`config.mk`:
```
export PLATFORM = sky130hd
export DESIGN_NAME = alarm_code_to_id_encoder_top_flat
export DESIGN_NICKNAME = d
export VERILOG_FILES = /design/src/hw/rtl/ac2id_pkg.sv /design/src/hw/rtl/ac2id_in_if.sv /design/src/hw/rtl/ac2id_out_if.sv /design/src/hw/rtl/alarm_code_to_id_encoder_top.sv /design/src/hw/rtl/ac2id_accum.sv /design/src/hw/rtl/ac2id_hash_mod.sv /design/src/flat_wrapper.sv
export SDC_FILE = /design/constraint.sdc
export NUM_CORES = 1
export LEC_CHECK = 0
export BUFFER_PORTS_ARGS = -buffer_cell sky130_fd_sc_hd__buf_2
export CAP_MARGIN = 20
export CELL_PAD_IN_SITES_DETAIL_PLACEMENT = 1
export CELL_PAD_IN_SITES_GLOBAL_PLACEMENT = 1
export CORE_UTILIZATION = 30
export CTS_CLUSTER_SIZE = 20
export DETAILED_ROUTE_END_ITERATION = 8
export HOLD_SLACK_MARGIN = 0.05
export PLACE_DENSITY_LB_ADDON = 0.1
export SETUP_SLACK_MARGIN = 0.2
export SLEW_MARGIN = 20
export SYNTH_ARGS = -nofsm -noshare
export SYNTH_HDL_FRONTEND = slang
export SYNTH_SLANG_ARGS = --single-unit
```
`constraint.sdc`:
```
create_clock -name clk -period 9 [get_ports clk]
set_input_delay 0.45 -clock clk [delete_from_list [all_inputs] [get_ports clk]]
set_output_delay 0.45 -clock clk [all_outputs]
set_load 0.005 [all_outputs]
```
`src/hw/rtl/ac2id_pkg.sv`:
```
// Types and constants of the alarm code to ID encoder.
package ac2id_pkg;

    localparam int CHAR_W    = 8;
    localparam int ID_W      = 30;
    localparam int CLASS_W   = 4;
    localparam int VALUE_W   = 17;
    localparam int PAYLOAD_W = 27;
    localparam int HASH_W    = 32;
    localparam int QUOT_W    = 6;

    localparam logic [HASH_W-1:0]  CLASS_SCALE = 32'd100000000;
    // floor(2^32 / 1e8); the estimate it gives is exact or one low
    localparam logic [QUOT_W-1:0]  HASH_RECIP  = QUOT_W'((64'd1 << HASH_W) / 64'd100000000);
    localparam logic [VALUE_W-1:0] TAIL_SPLIT  = 17'd10000;

    localparam logic [CHAR_W-1:0] CHAR_0 = 8'h30;
    localparam logic [CHAR_W-1:0] CHAR_4 = 8'h34;
    localparam logic [CHAR_W-1:0] CHAR_8 = 8'h38;
    localparam logic [CHAR_W-1:0] CHAR_9 = 8'h39;
    localparam logic [CHAR_W-1:0] CHAR_A = 8'h41;
    localparam logic [CHAR_W-1:0] CHAR_E = 8'h45;
    localparam logic [CHAR_W-1:0] CHAR_J = 8'h4A;
    localparam logic [CHAR_W-1:0] CHAR_M = 8'h4D;
    localparam logic [CHAR_W-1:0] CHAR_R = 8'h52;
    localparam logic [CHAR_W-1:0] CHAR_S = 8'h53;
    localparam logic [CHAR_W-1:0] CHAR_W_ = 8'h57;

    localparam logic [1:0] PFX_NONE = 2'd0;
    localparam logic [1:0] PFX_JAM  = 2'd1;
    localparam logic [1:0] PFX_WAR  = 2'd2;
    localparam logic [1:0] PFX_MES  = 2'd3;

    localparam logic [CLASS_W-1:0] CLS_HASH = 4'd9;

    // Finished code, as it leaves the accumulator
    typedef struct packed {
        logic [CLASS_W-1:0] cls;
        logic               is_hash;
        logic [VALUE_W-1:0] payload;
        logic [HASH_W-1:0]  hash;
    } fin_t;

    // Finished code with its quotient estimate
    typedef struct packed {
        fin_t              fin;
        logic [QUOT_W-1:0] quot;
    } quot_t;

    // Class and payload, ready for final scaling
    typedef struct packed {
        logic [CLASS_W-1:0]   cls;
        logic [PAYLOAD_W-1:0] payload;
    } res_t;

endpackage

```
`src/hw/rtl/ac2id_in_if.sv`:
```
// Input channel: one code byte per transaction.
interface ac2id_in_if;
    import ac2id_pkg::*;

    logic              valid;
    logic              ready;
    logic [CHAR_W-1:0] code_char;
    logic              last_char;

    modport source (output valid, output code_char, output last_char, input ready);
    modport sink   (input valid, input code_char, input last_char, output ready);
endinterface

```
`src/hw/rtl/ac2id_out_if.sv`:
```
// Output channel: one alarm ID per transaction.
interface ac2id_out_if;
    import ac2id_pkg::*;

    logic               valid;
    logic               ready;
    logic [ID_W-1:0]    alarm_id;
    logic [CLASS_W-1:0] alarm_class;

    modport source (output valid, output alarm_id, output alarm_class, input ready);
    modport sink   (input valid, input alarm_id, input alarm_class, output ready);
endinterface

```
`src/hw/rtl/alarm_code_to_id_encoder_top.sv`:
```
// Alarm code to ID encoder: top level with the output register.
//
// Takes an alarm code string one byte per transaction on code_in, with
// last_char set on the final byte, and after that byte delivers one
// nine-digit alarm ID on id_out. JAM/WAR/MES codes of 7 or 8 characters
// with a canonical 4- or 5-digit tail give class 1/2/3 plus the tail value;
// five-digit numbers starting 4..8 give that digit as class plus the
// number; anything else gives class 9 plus a times-31 hash of the bytes
// modulo 1e8. Throughput is one byte per clock while code_in is ready,
// with no gaps between codes. A result is loaded into the accumulator
// register when its last byte is accepted, then passes through the quotient
// estimate register (hash times reciprocal of 1e8) and the remainder
// register to the id_out register that adds class times 1e8. Every stage
// has its own valid and advances whenever the stage after it is empty or
// emptying, so bytes keep flowing while a finished ID waits to be taken;
// code_in only stalls once all result stages hold unclaimed transactions.
module alarm_code_to_id_encoder_top (
    input  logic       clk,
    input  logic       rst_n,
    ac2id_in_if.sink   code_in,
    ac2id_out_if.source id_out
);
    import ac2id_pkg::*;

    logic               fin_valid;
    fin_t               fin;
    logic               fin_ready;
    logic               res_valid;
    res_t               res;
    logic               res_ready;

    logic               out_valid_reg, out_valid_next;
    logic [ID_W-1:0]    id_reg,        id_next;
    logic [CLASS_W-1:0] class_reg,     class_next;

    // byte accumulation and classification
    ac2id_accum u_accum (
        .clk       (clk),
        .rst_n     (rst_n),
        .code_in   (code_in),
        .fin_valid (fin_valid),
        .fin       (fin),
        .fin_ready (fin_ready)
    );

    // hash reduction modulo 1e8
    ac2id_hash_mod u_hash_mod (
        .clk       (clk),
        .rst_n     (rst_n),
        .fin_valid (fin_valid),
        .fin       (fin),
        .fin_ready (fin_ready),
        .res_valid (res_valid),
        .res       (res),
        .res_ready (res_ready)
    );

    // output register: ID = class * 1e8 + payload
    assign res_ready = !out_valid_reg || id_out.ready;

    always_comb
    begin
        id_next        = ID_W'(HASH_W'(res.cls) * CLASS_SCALE) + ID_W'(res.payload);
        class_next     = res.cls;
        out_valid_next = res_ready ? res_valid : out_valid_reg;
    end

    always_ff @(posedge clk or negedge rst_n)
    begin
        if (!rst_n)
            out_valid_reg <= 1'b0;
        else
            out_valid_reg <= out_valid_next;
    end

    always_ff @(posedge clk)
    begin
        if (res_valid && res_ready)
        begin
            id_reg    <= id_next;
            class_reg <= class_next;
        end
    end

    assign id_out.valid       = out_valid_reg;
    assign id_out.alarm_id    = id_reg;
    assign id_out.alarm_class = class_reg;
endmodule

```
`src/hw/rtl/ac2id_accum.sv`:
```
// Per-byte accumulator and classifier; registers the finished code.
module ac2id_accum (
    input  logic         clk,
    input  logic         rst_n,
    ac2id_in_if.sink     code_in,
    output logic         fin_valid,
    output ac2id_pkg::fin_t fin,
    input  logic         fin_ready
);
    import ac2id_pkg::*;

    logic [HASH_W-1:0]  hash_reg,      hash_next;
    logic [3:0]         count_reg,     count_next;
    logic [15:0]        first_two_reg, first_two_next;
    logic [1:0]         prefix_reg,    prefix_next;
    logic [VALUE_W-1:0] tail_reg,      tail_next;
    logic [VALUE_W-1:0] whole_reg,     whole_next;
    logic               tail_ok_reg,   tail_ok_next;
    logic               all_ok_reg,    all_ok_next;
    logic               fin_valid_reg, fin_valid_next;
    fin_t               fin_reg,       fin_next;

    logic [CHAR_W-1:0]  c;
    logic [3:0]         n;
    logic [3:0]         digit;
    logic               is_dig;
    logic               take;
    logic               prefixed_ok;
    logic               numeric_ok;

    assign code_in.ready = !fin_valid_reg || fin_ready;
    assign take          = code_in.valid && code_in.ready;
    assign c             = code_in.code_char;
    assign is_dig        = (c >= CHAR_0) && (c <= CHAR_9);
    assign digit         = c[3:0];      // ASCII digits carry their value in the low nibble
    assign n             = (count_reg >= 4'd9) ? 4'd9 : count_reg + 4'd1;

    always_comb
    begin
        // h*31 + c as a shift and subtract
        hash_next      = (hash_reg << 5) - hash_reg + HASH_W'(c);
        count_next     = n;
        first_two_next = first_two_reg;
        prefix_next    = prefix_reg;
        tail_next      = tail_reg;
        whole_next     = whole_reg;
        tail_ok_next   = tail_ok_reg;
        all_ok_next    = all_ok_reg;

        if (n == 4'd1)
        begin
            first_two_next = {c, 8'h00};
        end
        else if (n == 4'd2)
        begin
            first_two_next = {first_two_reg[15:8], c};
        end
        else if (n == 4'd3)
        begin
            if (first_two_reg == {CHAR_J, CHAR_A} && c == CHAR_M)
                prefix_next = PFX_JAM;
            else if (first_two_reg == {CHAR_W_, CHAR_A} && c == CHAR_R)
                prefix_next = PFX_WAR;
            else if (first_two_reg == {CHAR_M, CHAR_E} && c == CHAR_S)
                prefix_next = PFX_MES;
            else
                prefix_next = PFX_NONE;
        end

        if (n >= 4'd4 && n <= 4'd8)
        begin
            if (!is_dig)
                tail_ok_next = 1'b0;
            else if (tail_ok_reg)
                tail_next = (tail_reg << 3) + (tail_reg << 1) + VALUE_W'(digit);
        end
        if (n <= 4'd5)
        begin
            if (!is_dig)
                all_ok_next = 1'b0;
            else if (all_ok_reg)
                whole_next = (whole_reg << 3) + (whole_reg << 1) + VALUE_W'(digit);
        end

        prefixed_ok = ((n == 4'd7 && tail_next < TAIL_SPLIT) ||
                       (n == 4'd8 && tail_next >= TAIL_SPLIT)) &&
                      prefix_next != PFX_NONE && tail_ok_next;
        numeric_ok  = (n == 4'd5) && all_ok_next &&
                      first_two_next[15:8] >= CHAR_4 && first_two_next[15:8] <= CHAR_8;

        fin_next.hash = hash_next;
        if (prefixed_ok)
        begin
            fin_next.cls     = {2'b00, prefix_next};
            fin_next.is_hash = 1'b0;
            fin_next.payload = tail_next;
        end
        else if (numeric_ok)
        begin
            fin_next.cls     = first_two_next[11:8];
            fin_next.is_hash = 1'b0;
            fin_next.payload = whole_next;
        end
        else
        begin
            fin_next.cls     = CLS_HASH;
            fin_next.is_hash = 1'b1;
            fin_next.payload = '0;
        end

        fin_valid_next = code_in.ready ? (code_in.valid && code_in.last_char) : fin_valid_reg;
    end

    always_ff @(posedge clk or negedge rst_n)
    begin
        if (!rst_n)
        begin
            hash_reg      <= '0;
            count_reg     <= '0;
            first_two_reg <= '0;
            prefix_reg    <= PFX_NONE;
            tail_reg      <= '0;
            whole_reg     <= '0;
            tail_ok_reg   <= 1'b1;
            all_ok_reg    <= 1'b1;
            fin_valid_reg <= 1'b0;
        end
        else
        begin
            fin_valid_reg <= fin_valid_next;
            if (take && code_in.last_char)
            begin
                hash_reg      <= '0;
                count_reg     <= '0;
                first_two_reg <= '0;
                prefix_reg    <= PFX_NONE;
                tail_reg      <= '0;
                whole_reg     <= '0;
                tail_ok_reg   <= 1'b1;
                all_ok_reg    <= 1'b1;
            end
            else if (take)
            begin
                hash_reg      <= hash_next;
                count_reg     <= count_next;
                first_two_reg <= first_two_next;
                prefix_reg    <= prefix_next;
                tail_reg      <= tail_next;
                whole_reg     <= whole_next;
                tail_ok_reg   <= tail_ok_next;
                all_ok_reg    <= all_ok_next;
            end
        end
    end

    always_ff @(posedge clk)
    begin
        if (take && code_in.last_char)
            fin_reg <= fin_next;
    end

    assign fin_valid = fin_valid_reg;
    assign fin       = fin_reg;
endmodule

```
`src/hw/rtl/ac2id_hash_mod.sv`:
```
// Two-stage hash mod 1e8: reciprocal quotient estimate, then remainder with one fix-up.
module ac2id_hash_mod (
    input  logic            clk,
    input  logic            rst_n,
    input  logic            fin_valid,
    input  ac2id_pkg::fin_t fin,
    output logic            fin_ready,
    output logic            res_valid,
    output ac2id_pkg::res_t res,
    input  logic            res_ready
);
    import ac2id_pkg::*;

    logic                    q_valid_reg, q_valid_next;
    quot_t                   q_reg,       q_next;
    logic                    r_valid_reg, r_valid_next;
    res_t                    r_reg,       r_next;

    logic                    q_ready;
    logic                    r_ready;
    logic [HASH_W+QUOT_W-1:0] prod;
    logic [HASH_W-1:0]       rem0;
    logic [HASH_W-1:0]       rem1;

    assign r_ready   = !r_valid_reg || res_ready;
    assign q_ready   = !q_valid_reg || r_ready;
    assign fin_ready = q_ready;

    always_comb
    begin
        prod         = (HASH_W+QUOT_W)'(fin.hash) * (HASH_W+QUOT_W)'(HASH_RECIP);
        q_next.fin   = fin;
        q_next.quot  = prod[HASH_W+QUOT_W-1:HASH_W];
        q_valid_next = q_ready ? fin_valid : q_valid_reg;
    end

    always_comb
    begin
        // estimate is exact or one low, so the remainder is below 2e8
        rem0 = q_reg.fin.hash - HASH_W'(HASH_W'(q_reg.quot) * CLASS_SCALE);
        rem1 = (rem0 >= CLASS_SCALE) ? rem0 - CLASS_SCALE : rem0;
        r_next.cls = q_reg.fin.cls;
        if (q_reg.fin.is_hash)
            r_next.payload = rem1[PAYLOAD_W-1:0];
        else
            r_next.payload = PAYLOAD_W'(q_reg.fin.payload);
        r_valid_next = r_ready ? q_valid_reg : r_valid_reg;
    end

    always_ff @(posedge clk or negedge rst_n)
    begin
        if (!rst_n)
        begin
            q_valid_reg <= 1'b0;
            r_valid_reg <= 1'b0;
        end
        else
        begin
            q_valid_reg <= q_valid_next;
            r_valid_reg <= r_valid_next;
        end
    end

    always_ff @(posedge clk)
    begin
        if (fin_valid && q_ready)
            q_reg <= q_next;
        if (q_valid_reg && r_ready)
            r_reg <= r_next;
    end

    assign res_valid = r_valid_reg;
    assign res       = r_reg;
endmodule

```
`src/flat_wrapper.sv`:
```
// flat-port wrapper written by rule: the top's interface ports become plain ports
module alarm_code_to_id_encoder_top_flat import ac2id_pkg::*;
  (clk, rst_n, code_in_valid, code_in_code_char, code_in_last_char, code_in_ready, id_out_valid, id_out_alarm_id, id_out_alarm_class, id_out_ready);
  ac2id_in_if code_in_i ();
  ac2id_out_if id_out_i ();
  input  logic clk;
  input  logic rst_n;
  input wire logic [$bits(code_in_i.valid)-1:0] code_in_valid;
  input wire logic [$bits(code_in_i.code_char)-1:0] code_in_code_char;
  input wire logic [$bits(code_in_i.last_char)-1:0] code_in_last_char;
  output wire logic [$bits(code_in_i.ready)-1:0] code_in_ready;
  output wire logic [$bits(id_out_i.valid)-1:0] id_out_valid;
  output wire logic [$bits(id_out_i.alarm_id)-1:0] id_out_alarm_id;
  output wire logic [$bits(id_out_i.alarm_class)-1:0] id_out_alarm_class;
  input wire logic [$bits(id_out_i.ready)-1:0] id_out_ready;
  assign code_in_i.valid = code_in_valid;
  assign code_in_i.code_char = code_in_code_char;
  assign code_in_i.last_char = code_in_last_char;
  assign code_in_ready = code_in_i.ready;
  assign id_out_valid = id_out_i.valid;
  assign id_out_alarm_id = id_out_i.alarm_id;
  assign id_out_alarm_class = id_out_i.alarm_class;
  assign id_out_i.ready = id_out_ready;
  alarm_code_to_id_encoder_top u_core (.clk(clk), .rst_n(rst_n), .code_in(code_in_i), .id_out(id_out_i));
endmodule
```
==> results of run 1 <==
-- kinds of logic (layout without fill, tap and decap cells) --
kind of cell,Yosys count,in the layout,synth area share
xor gates and xnor gates,128,128,0.0527
muxes,32,32,0.0154
DFF,273,273,0.359
AOI/OAI and AO/OA,536,536,0.165
adders and majority gates,380,380,0.243
buffers and inverters,319,407,0.0576
and+or+nand+nor,467,467,0.108
-- per-stage QoR --
stage	util	hold slack (ns)	cell area [sq um]	std cells	setup slack (ns)
detailed placement	0.324	0.406	22900	3094	2.07
floorplan	-	0.154	21500	2135	2.69
CTS	0.343	0.162	24200	3163	2.03
finish	0.343	0.174	24200	3163	2.02
global route	0.343	0.176	24200	3163	1.52
global placement	0.324	0.404	22900	3094	2.24
-- final cells by class --
type | instances | area share
clock buffer | 52 | 0.0431
inverter | 278 | 0.0431
timing repair buffer | 61 | 0.0142
clock inverter | 16 | 0.0113
multi-input combinational | 1543 | 0.520
sequential | 273 | 0.319
tap | 940 | 0.0486
-- worst max-delay path by stage --
stage / start / to / depth (start not counted)
finish: u_core.u_hash_mod.q_reg[3]$_DFFE_PP_ / u_core.u_hash_mod.res[15]$_DFFE_PP_ / 25
global route: u_core.u_hash_mod.q_reg[1]$_DFFE_PP_ / u_core.u_hash_mod.res[15]$_DFFE_PP_ / 26
CTS: u_core.u_hash_mod.q_reg[4]$_DFFE_PP_ / u_core.u_hash_mod.res[15]$_DFFE_PP_ / 25
detailed placement: u_core.u_hash_mod.q_reg[4]$_DFFE_PP_ / u_core.u_hash_mod.res[15]$_DFFE_PP_ / 25
global placement: u_core.u_hash_mod.q_reg[4]$_DFFE_PP_ / u_core.u_hash_mod.res[23]$_SDFFCE_PN0P_ / 24
floorplan: u_core.u_hash_mod.q_reg[4]$_DFFE_PP_ / u_core.u_hash_mod.res[8]$_DFFE_PP_ / 27
-- cell usage after synthesis (all sizes together) (24+ instances only) --
cell type  number  share of area
ha            316           0.18
inv           277          0.048
edfxtp        179           0.25
nand2         130          0.023
o21ai         127          0.029
a21oi         125          0.029
nor2          109          0.019
dfrtp          92           0.11
xnor2          87          0.036
fa             64          0.059
nand3          46          0.011
a21o           42          0.015
xor2           41          0.017
a22o           38          0.015
nor3           37         0.0088
nand2b         28         0.0081
a31oi          25         0.0073
a211oi         24         0.0092
clkbuf         24         0.0042
nor2b          24         0.0070
-- worst max-delay path, cell delays in order, from the launching register on --
cell      delay (ns)
edfxtp_1        0.50
fa_1            0.61
fa_1            0.57
inv_1           0.06
fa_1            0.50
inv_1           0.05
ha_1            0.29
inv_1           0.07
o21bai_1        0.15
a21oi_1         0.11
o21ai_0         0.36
a21oi_1         0.12
nor2_1          0.10
nor2_1          0.06
xor2_1          0.15
ha_1            0.35
nand2_1         0.15
nor4_2          0.47
nand3_1         0.25
nand4_1         0.14
or3b_2          0.50
nand2_1         0.08
o2111a_1        0.35
and3_4          0.39
nor4_1          0.08
o31ai_1         0.29
-- layer usage --
layer	wire length [um]	vias up	GRT usage
met5	0	-	0
met4	1150	0	0.0410
met3	1400	68	0.0196
met2	28000	137	0.279
met1	28500	7788	0.219
li1	-	7793	-
-- timing repair --
item | in CTS | in global routing
hold buffers | 1 | 0
buffers inserted | 0 | 0
hold endpoints to repair | 53 | 0
==> summary.txt, run 1 <==
Die
  – Chip height: ~270 um
  – Num ports: 49
  – # rows: 97
  – Die footprint: 0.0729 sq mm
  – Initial core utilization: 0.306
  – Die W: 270 um
  – Core area: about 0.071 sq mm

Timing
  – Measured slew at the worst slew-check pin: 1.09 ns
  – Minimum clock period: 6.98 ns
  – Final-report hold violation count: 0
  – Setup Skew: around 0.024 ns
  – Slew margin rel.: 0.274
  – Final Max Tran Viols: 0
  – Setup violators final: 0
  – Fmax: 0.143 GHz
  – Setup TNS: 0 ns
  – RSZ-0062 raised after global routing: no
  – Final worst-path cycle share: 0.776

Finish
  – Register area: between 0.007 and 0.008 sq mm
  – Share of cells above drive strength 1: 0.0774
  – Leading cell type in the layout, fill and taps excluded: ha_1
  – Flip-flop count of the largest register after layout: 60
  – Area delta synth->final: 12.3%
  – Commonest cells after routing, fill and taps aside: ha_1, inv_1, edfxtp_1
  – Final net count: 2587
  – Antenna cells: 0
  – Fill cells: 7929
  – Area of the multi-input gates: approximately 0.013 sq mm

Worst setup path
  – Crit. End Element: flip-flop
  – Worst EP required: 9.38 ns
  – Critical Path AT: 7.37 ns
  – Crit Path Max Fanout: 23
  – Worst flop-to-flop path endpoint: u_core.u_hash_mod.res[15]$_DFFE_PP_
  – Worst Setup Start Kind: flip-flop
  – R2R depth: 25
  – Worst r2r src: u_core.u_hash_mod.q_reg[3]$_DFFE_PP_
  – R2R Setup Slk: 2.02 ns
  – WS Path Type: flip-flop to flip-flop

Detailed routing
  – Initial DRT Pass Iterations: 5
  – # DRC: 0
  – Antenna-violating nets left: 0
  – Via Count: 15786
  – Drt wl/cell: 18.6 um
  – Vias per cell: between 4 and 5
  – Routed WL: 59.0 mm
  – DR iter-0 viols: 613

Logic synthesis
  – Syn Nets: 2528
  – Cells after Synth: about 2100
  – Sequential-to-total area share from yosys stat: 0.359
  – Netlist Area Pre-Place: 0.0215 sq mm
  – Ys flop type: edfxtp_1
  – EDFF count, synth: 179
  – Post-synthesis cell type count: 94
  – Synth Warn #: 0
  – FFs w/ async S/R, synth: 0.344
  – Number of synthesized register bits: around 270
  – Mean post-synth cell area: 10.1 sq um

Hold path
  – Hold Crit Endpoint: u_core.u_accum.first_two_reg[5]$_DFFE_PN0P_
  – Hold Path Class: input pin to flip-flop
  – Worst Hold Depth: 2
  – Worst Hold Launch: code_in_code_char[5]

Clock tree
  – Cts bufs inserted: 37
  – Clock root buffer: clkbuf_16
  – Clk sink count: between 200 and 300
  – H-tree Lvls: 2
  – Clk pin slew, worst setup/hold paths: 0.06 ns
  – Post-cts resize count: 0
  – Worst skew pair latency: 0.58 ns
  – Max Root-Sink Buffers: 3
  – CTS tree: built

Run status
  – Status: finished, final reports clean

GRT
  – First-pass GRT wire length: 95.8 mm
  – GRT Total Usage: 0.164
  – Congestion Overflow GR: 0
  – Largest net degree at the start of global routing: 61
  – Initial antenna violation count: 1
  – Vias in the first global route: between 15000 and 20000

Place
  – Routability cong.: approximately 0.8
  – Input/output buffers: 48
  – HPWL Detailed: 46.5 mm

Run
  – Max-cap viol count: 0
Power of run 1 is left out: the tool's default activity adds up to more than one toggle a clock period on the data nets, which glitch-free logic cannot reach.
==> inputs of run 2 (changes only) <==
--- a/config.mk
+++ b/config.mk
@@ -5,6 +5,7 @@
 export SDC_FILE = /design/constraint.sdc
 export NUM_CORES = 1
 export LEC_CHECK = 0
+export ABC_AREA = 1
 export BUFFER_PORTS_ARGS = -buffer_cell sky130_fd_sc_hd__buf_2
 export CAP_MARGIN = 20
 export CELL_PAD_IN_SITES_DETAIL_PLACEMENT = 1
==> constraint.sdc (replaced) <==
create_clock -name clk -period 6.1 [get_ports clk]
set_input_delay 0.305 -clock clk [delete_from_list [all_inputs] [get_ports clk]]
set_output_delay 0.305 -clock clk [all_outputs]
set_load 0.005 [all_outputs]
==> run 2 against run 1 <==
Effect of this change: synthesized area increased by 8.0%; cell count increased by 28%; critical path depth increased by 7; utilization increased by 0.63 points; flip-flop and latch count stayed put; synthesized cell count grew 35%; critical path type unchanged; clock skew up 0.0080 ns; routed wire length increased by 16%; critical endpoint is now u_core.u_hash_mod.res[12]$_DFFE_PP_; final area rose by 10%; non-clock buffer count up 36; via count up 21%; first-iteration DRC count rose by 6.0%.
==> summary.txt, run 2 <==
Run status
  – Status: finished, final reports clean

Finish
  – Fill cells: 9204 (+16%)
  – Leading cell type in the layout, fill and taps excluded: nand2_1
  – Area delta synth->final: 14.7%
  – Flip-flop count of the largest register after layout: 60 (unchanged)
  – Antenna cells: 0 (unchanged)
  – Share of cells above drive strength 1: 0.0931 (+0.0157)
  – Final net count: 3372 (+30%)
  – Register area: 0.00773 sq mm (unchanged)
  – Area of the multi-input gates: 0.0138 sq mm (+9.2%)
  – Commonest cells after routing, fill and taps aside: nand2_1, inv_1, ha_1

Logic synthesis
  – XOR/XNOR Fraction of Synth Area: 0.0410 (-0.0117)
  – Simple-gate area share of the yosys netlist: 0.200 (+0.0924)
  – Synth top area cells: edfxtp_1, ha_1, nand2_1
  – Synth Warn #: 0 (unchanged)
  – Post-synthesis compound-gate area fraction: 0.107 (-0.0573)
  – Adder-Cell Fraction of Synth Area: 0.225 (-0.0179)
  – EDFF count, synth: 179 (unchanged)
  – Proportion of netlist area held by the largest area contributor: 0.231 (-0.0184)
  – FFs w/ async S/R, synth: 0.344 (unchanged)
  – Cells after Synth: 2879 (+35%)
  – Syn Nets: 3272 (+29%)
  – Number of synthesized register bits: 273 (unchanged)
  – Synth top cells by count: nand2_1, inv_1, ha_1, edfxtp_1, a21oi_1
  – Sequential-to-total area share from yosys stat: 0.332 (-0.0265)
  – Cell taking the most area after synthesis: edfxtp_1
  – Mean post-synth cell area: 8.08 sq um (-20%)
  – Most frequent cell after synthesis: nand2_1
  – Post-synthesis cell type count: 55 (-41%)
  – Ys flop type: edfxtp_1
  – Largest family of logic cells by synthesized area: adder cells
  – Mux share of post-synthesis cell area: 0 (-0.0154)
  – Netlist Area Pre-Place: 0.0233 sq mm (+8.0%)

Clock tree
  – Cts bufs inserted: 36 (-2.7%)
  – Clk sink count: 273 (unchanged)
  – H-tree Lvls: 2 (unchanged)
  – Clk pin slew, worst setup/hold paths: 0.06 ns (about the same)
  – Worst skew pair latency: 0.56 ns (-0.02 ns)
  – Max Root-Sink Buffers: 3 (unchanged)
  – Clock root buffer: clkbuf_16
  – CTS tree: built

Die
  – Chip height: 280 um (+3.9%)
  – Core area: 0.0763 sq mm (+8.2%)
  – Initial core utilization: 0.305 (-0.000770)
  – Num ports: 49 (unchanged)
  – Die footprint: 0.0787 sq mm (+7.9%)
  – # rows: 101 (+4.1%)
  – Die W: 280 um (+3.9%)

Timing
  – Final-report hold violation count: 0 (unchanged)
  – Measured slew at the worst slew-check pin: 1.02 ns (-0.0682 ns)
  – RSZ-0062 raised after global routing: yes
  – Setup Skew: 0.0317 ns (+0.00804 ns)
  – Final worst-path setup slack: 0.319 ns (-1.70 ns)
  – Final worst-path cycle share: 0.948 (+0.172)
  – Final Max Tran Viols: 0 (unchanged)
  – Fmax: 0.173 GHz (+21%)
  – Minimum clock period: 5.78 ns (-1.20 ns)
  – Setup violators final: 0 (unchanged)
  – Slew margin rel.: 0.320 (+0.0456)

GRT
  – Largest net degree at the start of global routing: 66 (+8.2%)
  – Initial antenna violation count: 0 (-1)
  – Congestion Overflow GR: 0 (unchanged)
  – First-pass GRT wire length: 109 mm (+14%)
  – GRT Total Usage: 0.175 (+0.0113)
  – Vias in the first global route: 20424 (+20%)

Detailed routing
  – Antenna-violating nets left: 0 (unchanged)
  – Routed WL: 68.5 mm (+16%)
  – Initial DRT Pass Iterations: 5 (unchanged)
  – Via Count: 19125 (+21%)
  – Vias per cell: 4.74 (-5.1%)
  – DR iter-0 viols: 650 (+6.0%)
  – # DRC: 0 (unchanged)
  – Drt wl/cell: 17.0 um (-9.0%)

Place
  – Input/output buffers: 48 (unchanged)
  – HPWL Detailed: 55.4 mm (+19%)
  – Routability cong.: 0.843 (+4.9%)
  – Dpl ws: -0.0369 ns (-2.11 ns)

Worst setup path
  – Worst EP required: 6.41 ns (-2.97 ns)
  – WS Path Type: flip-flop to flip-flop
  – CP top delay family: adder cells
  – Slowest-stage cell, CP: fa_2
  – Worst Setup Start Kind: flip-flop
  – Crit Path Max Fanout: 6 (-74%)
  – WP buf/inv: 4 (+1)
  – Crit. End Element: flip-flop
  – Cell mode on critical path: nand2_1
  – Crit-path max cell delay: 0.63 ns (+0.02 ns)
  – Critical Path AT: 6.10 ns (-1.27 ns)

Run
  – Max-cap viol count: 0 (unchanged)

Hold path
  – Hold Path Class: input pin to flip-flop
==> run 2: cell types whose count changed after synthesis, moves of 35 or more <==
| cell | delta |
|---|---|
| nand2_1 | +540 |
| inv_1 | +258 |
| nand3_1 | +99 |
| nor2_1 | +59 |
| a21oi_1 | +46 |
| xnor2_1 | -40 |
| nand4_1 | +36 |
| a21o_1 | -35 |
==> run 2: cells by family after synthesis <==
logic type / after synthesis
AO/OA/AOI/OAI: 443
XOR/XNOR: 108
adder cells (fa/ha/maj): 380
buffers and inverters: 572
flip-flops: 273
AND/OR/NAND/NOR: 1103
==> run 2: tightest hold or removal path, stage by stage <==
cell and delay [ns]:
buf_2 0.17, inv_1 0.06, o21ai_0 0.07
==> run 2: what timing repair did <==
item,4_1_cts,5_1_grt
gates resized for setup,5,93
hold buffers,2,0
pin swaps,1,53
endpoints found under the setup margin,19,19
cloned,0,3
buffers inserted,3,8
endpoints found under the hold margin,30,0
==> run 2: final timing paths <==
check	start	end	slack, ns	cells after the start
setup / recovery	u_core.u_hash_mod.q_reg[5]$_DFFE_PP_	u_core.u_hash_mod.res[12]$_DFFE_PP_	0.32	32
hold / removal	code_in_code_char[4]	u_core.u_accum.first_two_reg[4]$_DFFE_PN0P_	0.11	3
setup reg to reg	u_core.u_hash_mod.q_reg[5]$_DFFE_PP_	u_core.u_hash_mod.res[12]$_DFFE_PP_	0.32	32
hold reg to reg	u_core.u_accum.fin[39]$_DFFE_PP_	u_core.u_hash_mod.q_reg[45]$_DFFE_PP_	0.41	0
max in group asynchronous	rst_n	u_core.u_accum.whole_reg[13]$_DFFE_PN0P_	4.57	3
min in group asynchronous	rst_n	u_core.u_accum.hash_reg[28]$_DFFE_PN0P_	0.21	2
==> run 2: per-layer routing <==
metal / vias up / GRT usage / part of all wire
met4: 0 / 0.0356 / 0.016
met3: 67 / 0.0210 / 0.021
met1: 9256 / 0.232 / 0.48
li1: 9665 / - / -
met2: 137 / 0.305 / 0.48
met5: - / 0 / 0
==> run 2: final cells by class <==
class,instances,share of cell area
Inverter,537,0.0756
Timing Repair Buffer,97,0.0251
Clock inverter,26,0.0113
Tap cell,1030,0.0483
Sequential cell,273,0.290
Multi-Input combinational cell,2034,0.516
Clock buffer,40,0.0343
==> run 2: metrics by stage <==
| stage | utilization | area [sq um] | std cells | hold slack [ns] | TNS, ns |
|---|---|---|---|---|---|
| 6_report | 0.350 | 26700 | 4037 | 0.109 | 0 |
| 5_1_grt | 0.350 | 26700 | 4037 | 0.125 | -0.143 |
| 4_1_cts | 0.343 | 26200 | 4026 | 0.0578 | 0 |
| 3_5_place_dp | 0.326 | 24900 | 3955 | 0.268 | -0.233 |
| 3_3_place_gp | 0.326 | 24900 | 3955 | 0.269 | 0 |
| 2_1_floorplan | - | 23300 | 2879 | 0.00941 | 0 |
Power of run 2 is left out for the same reason.
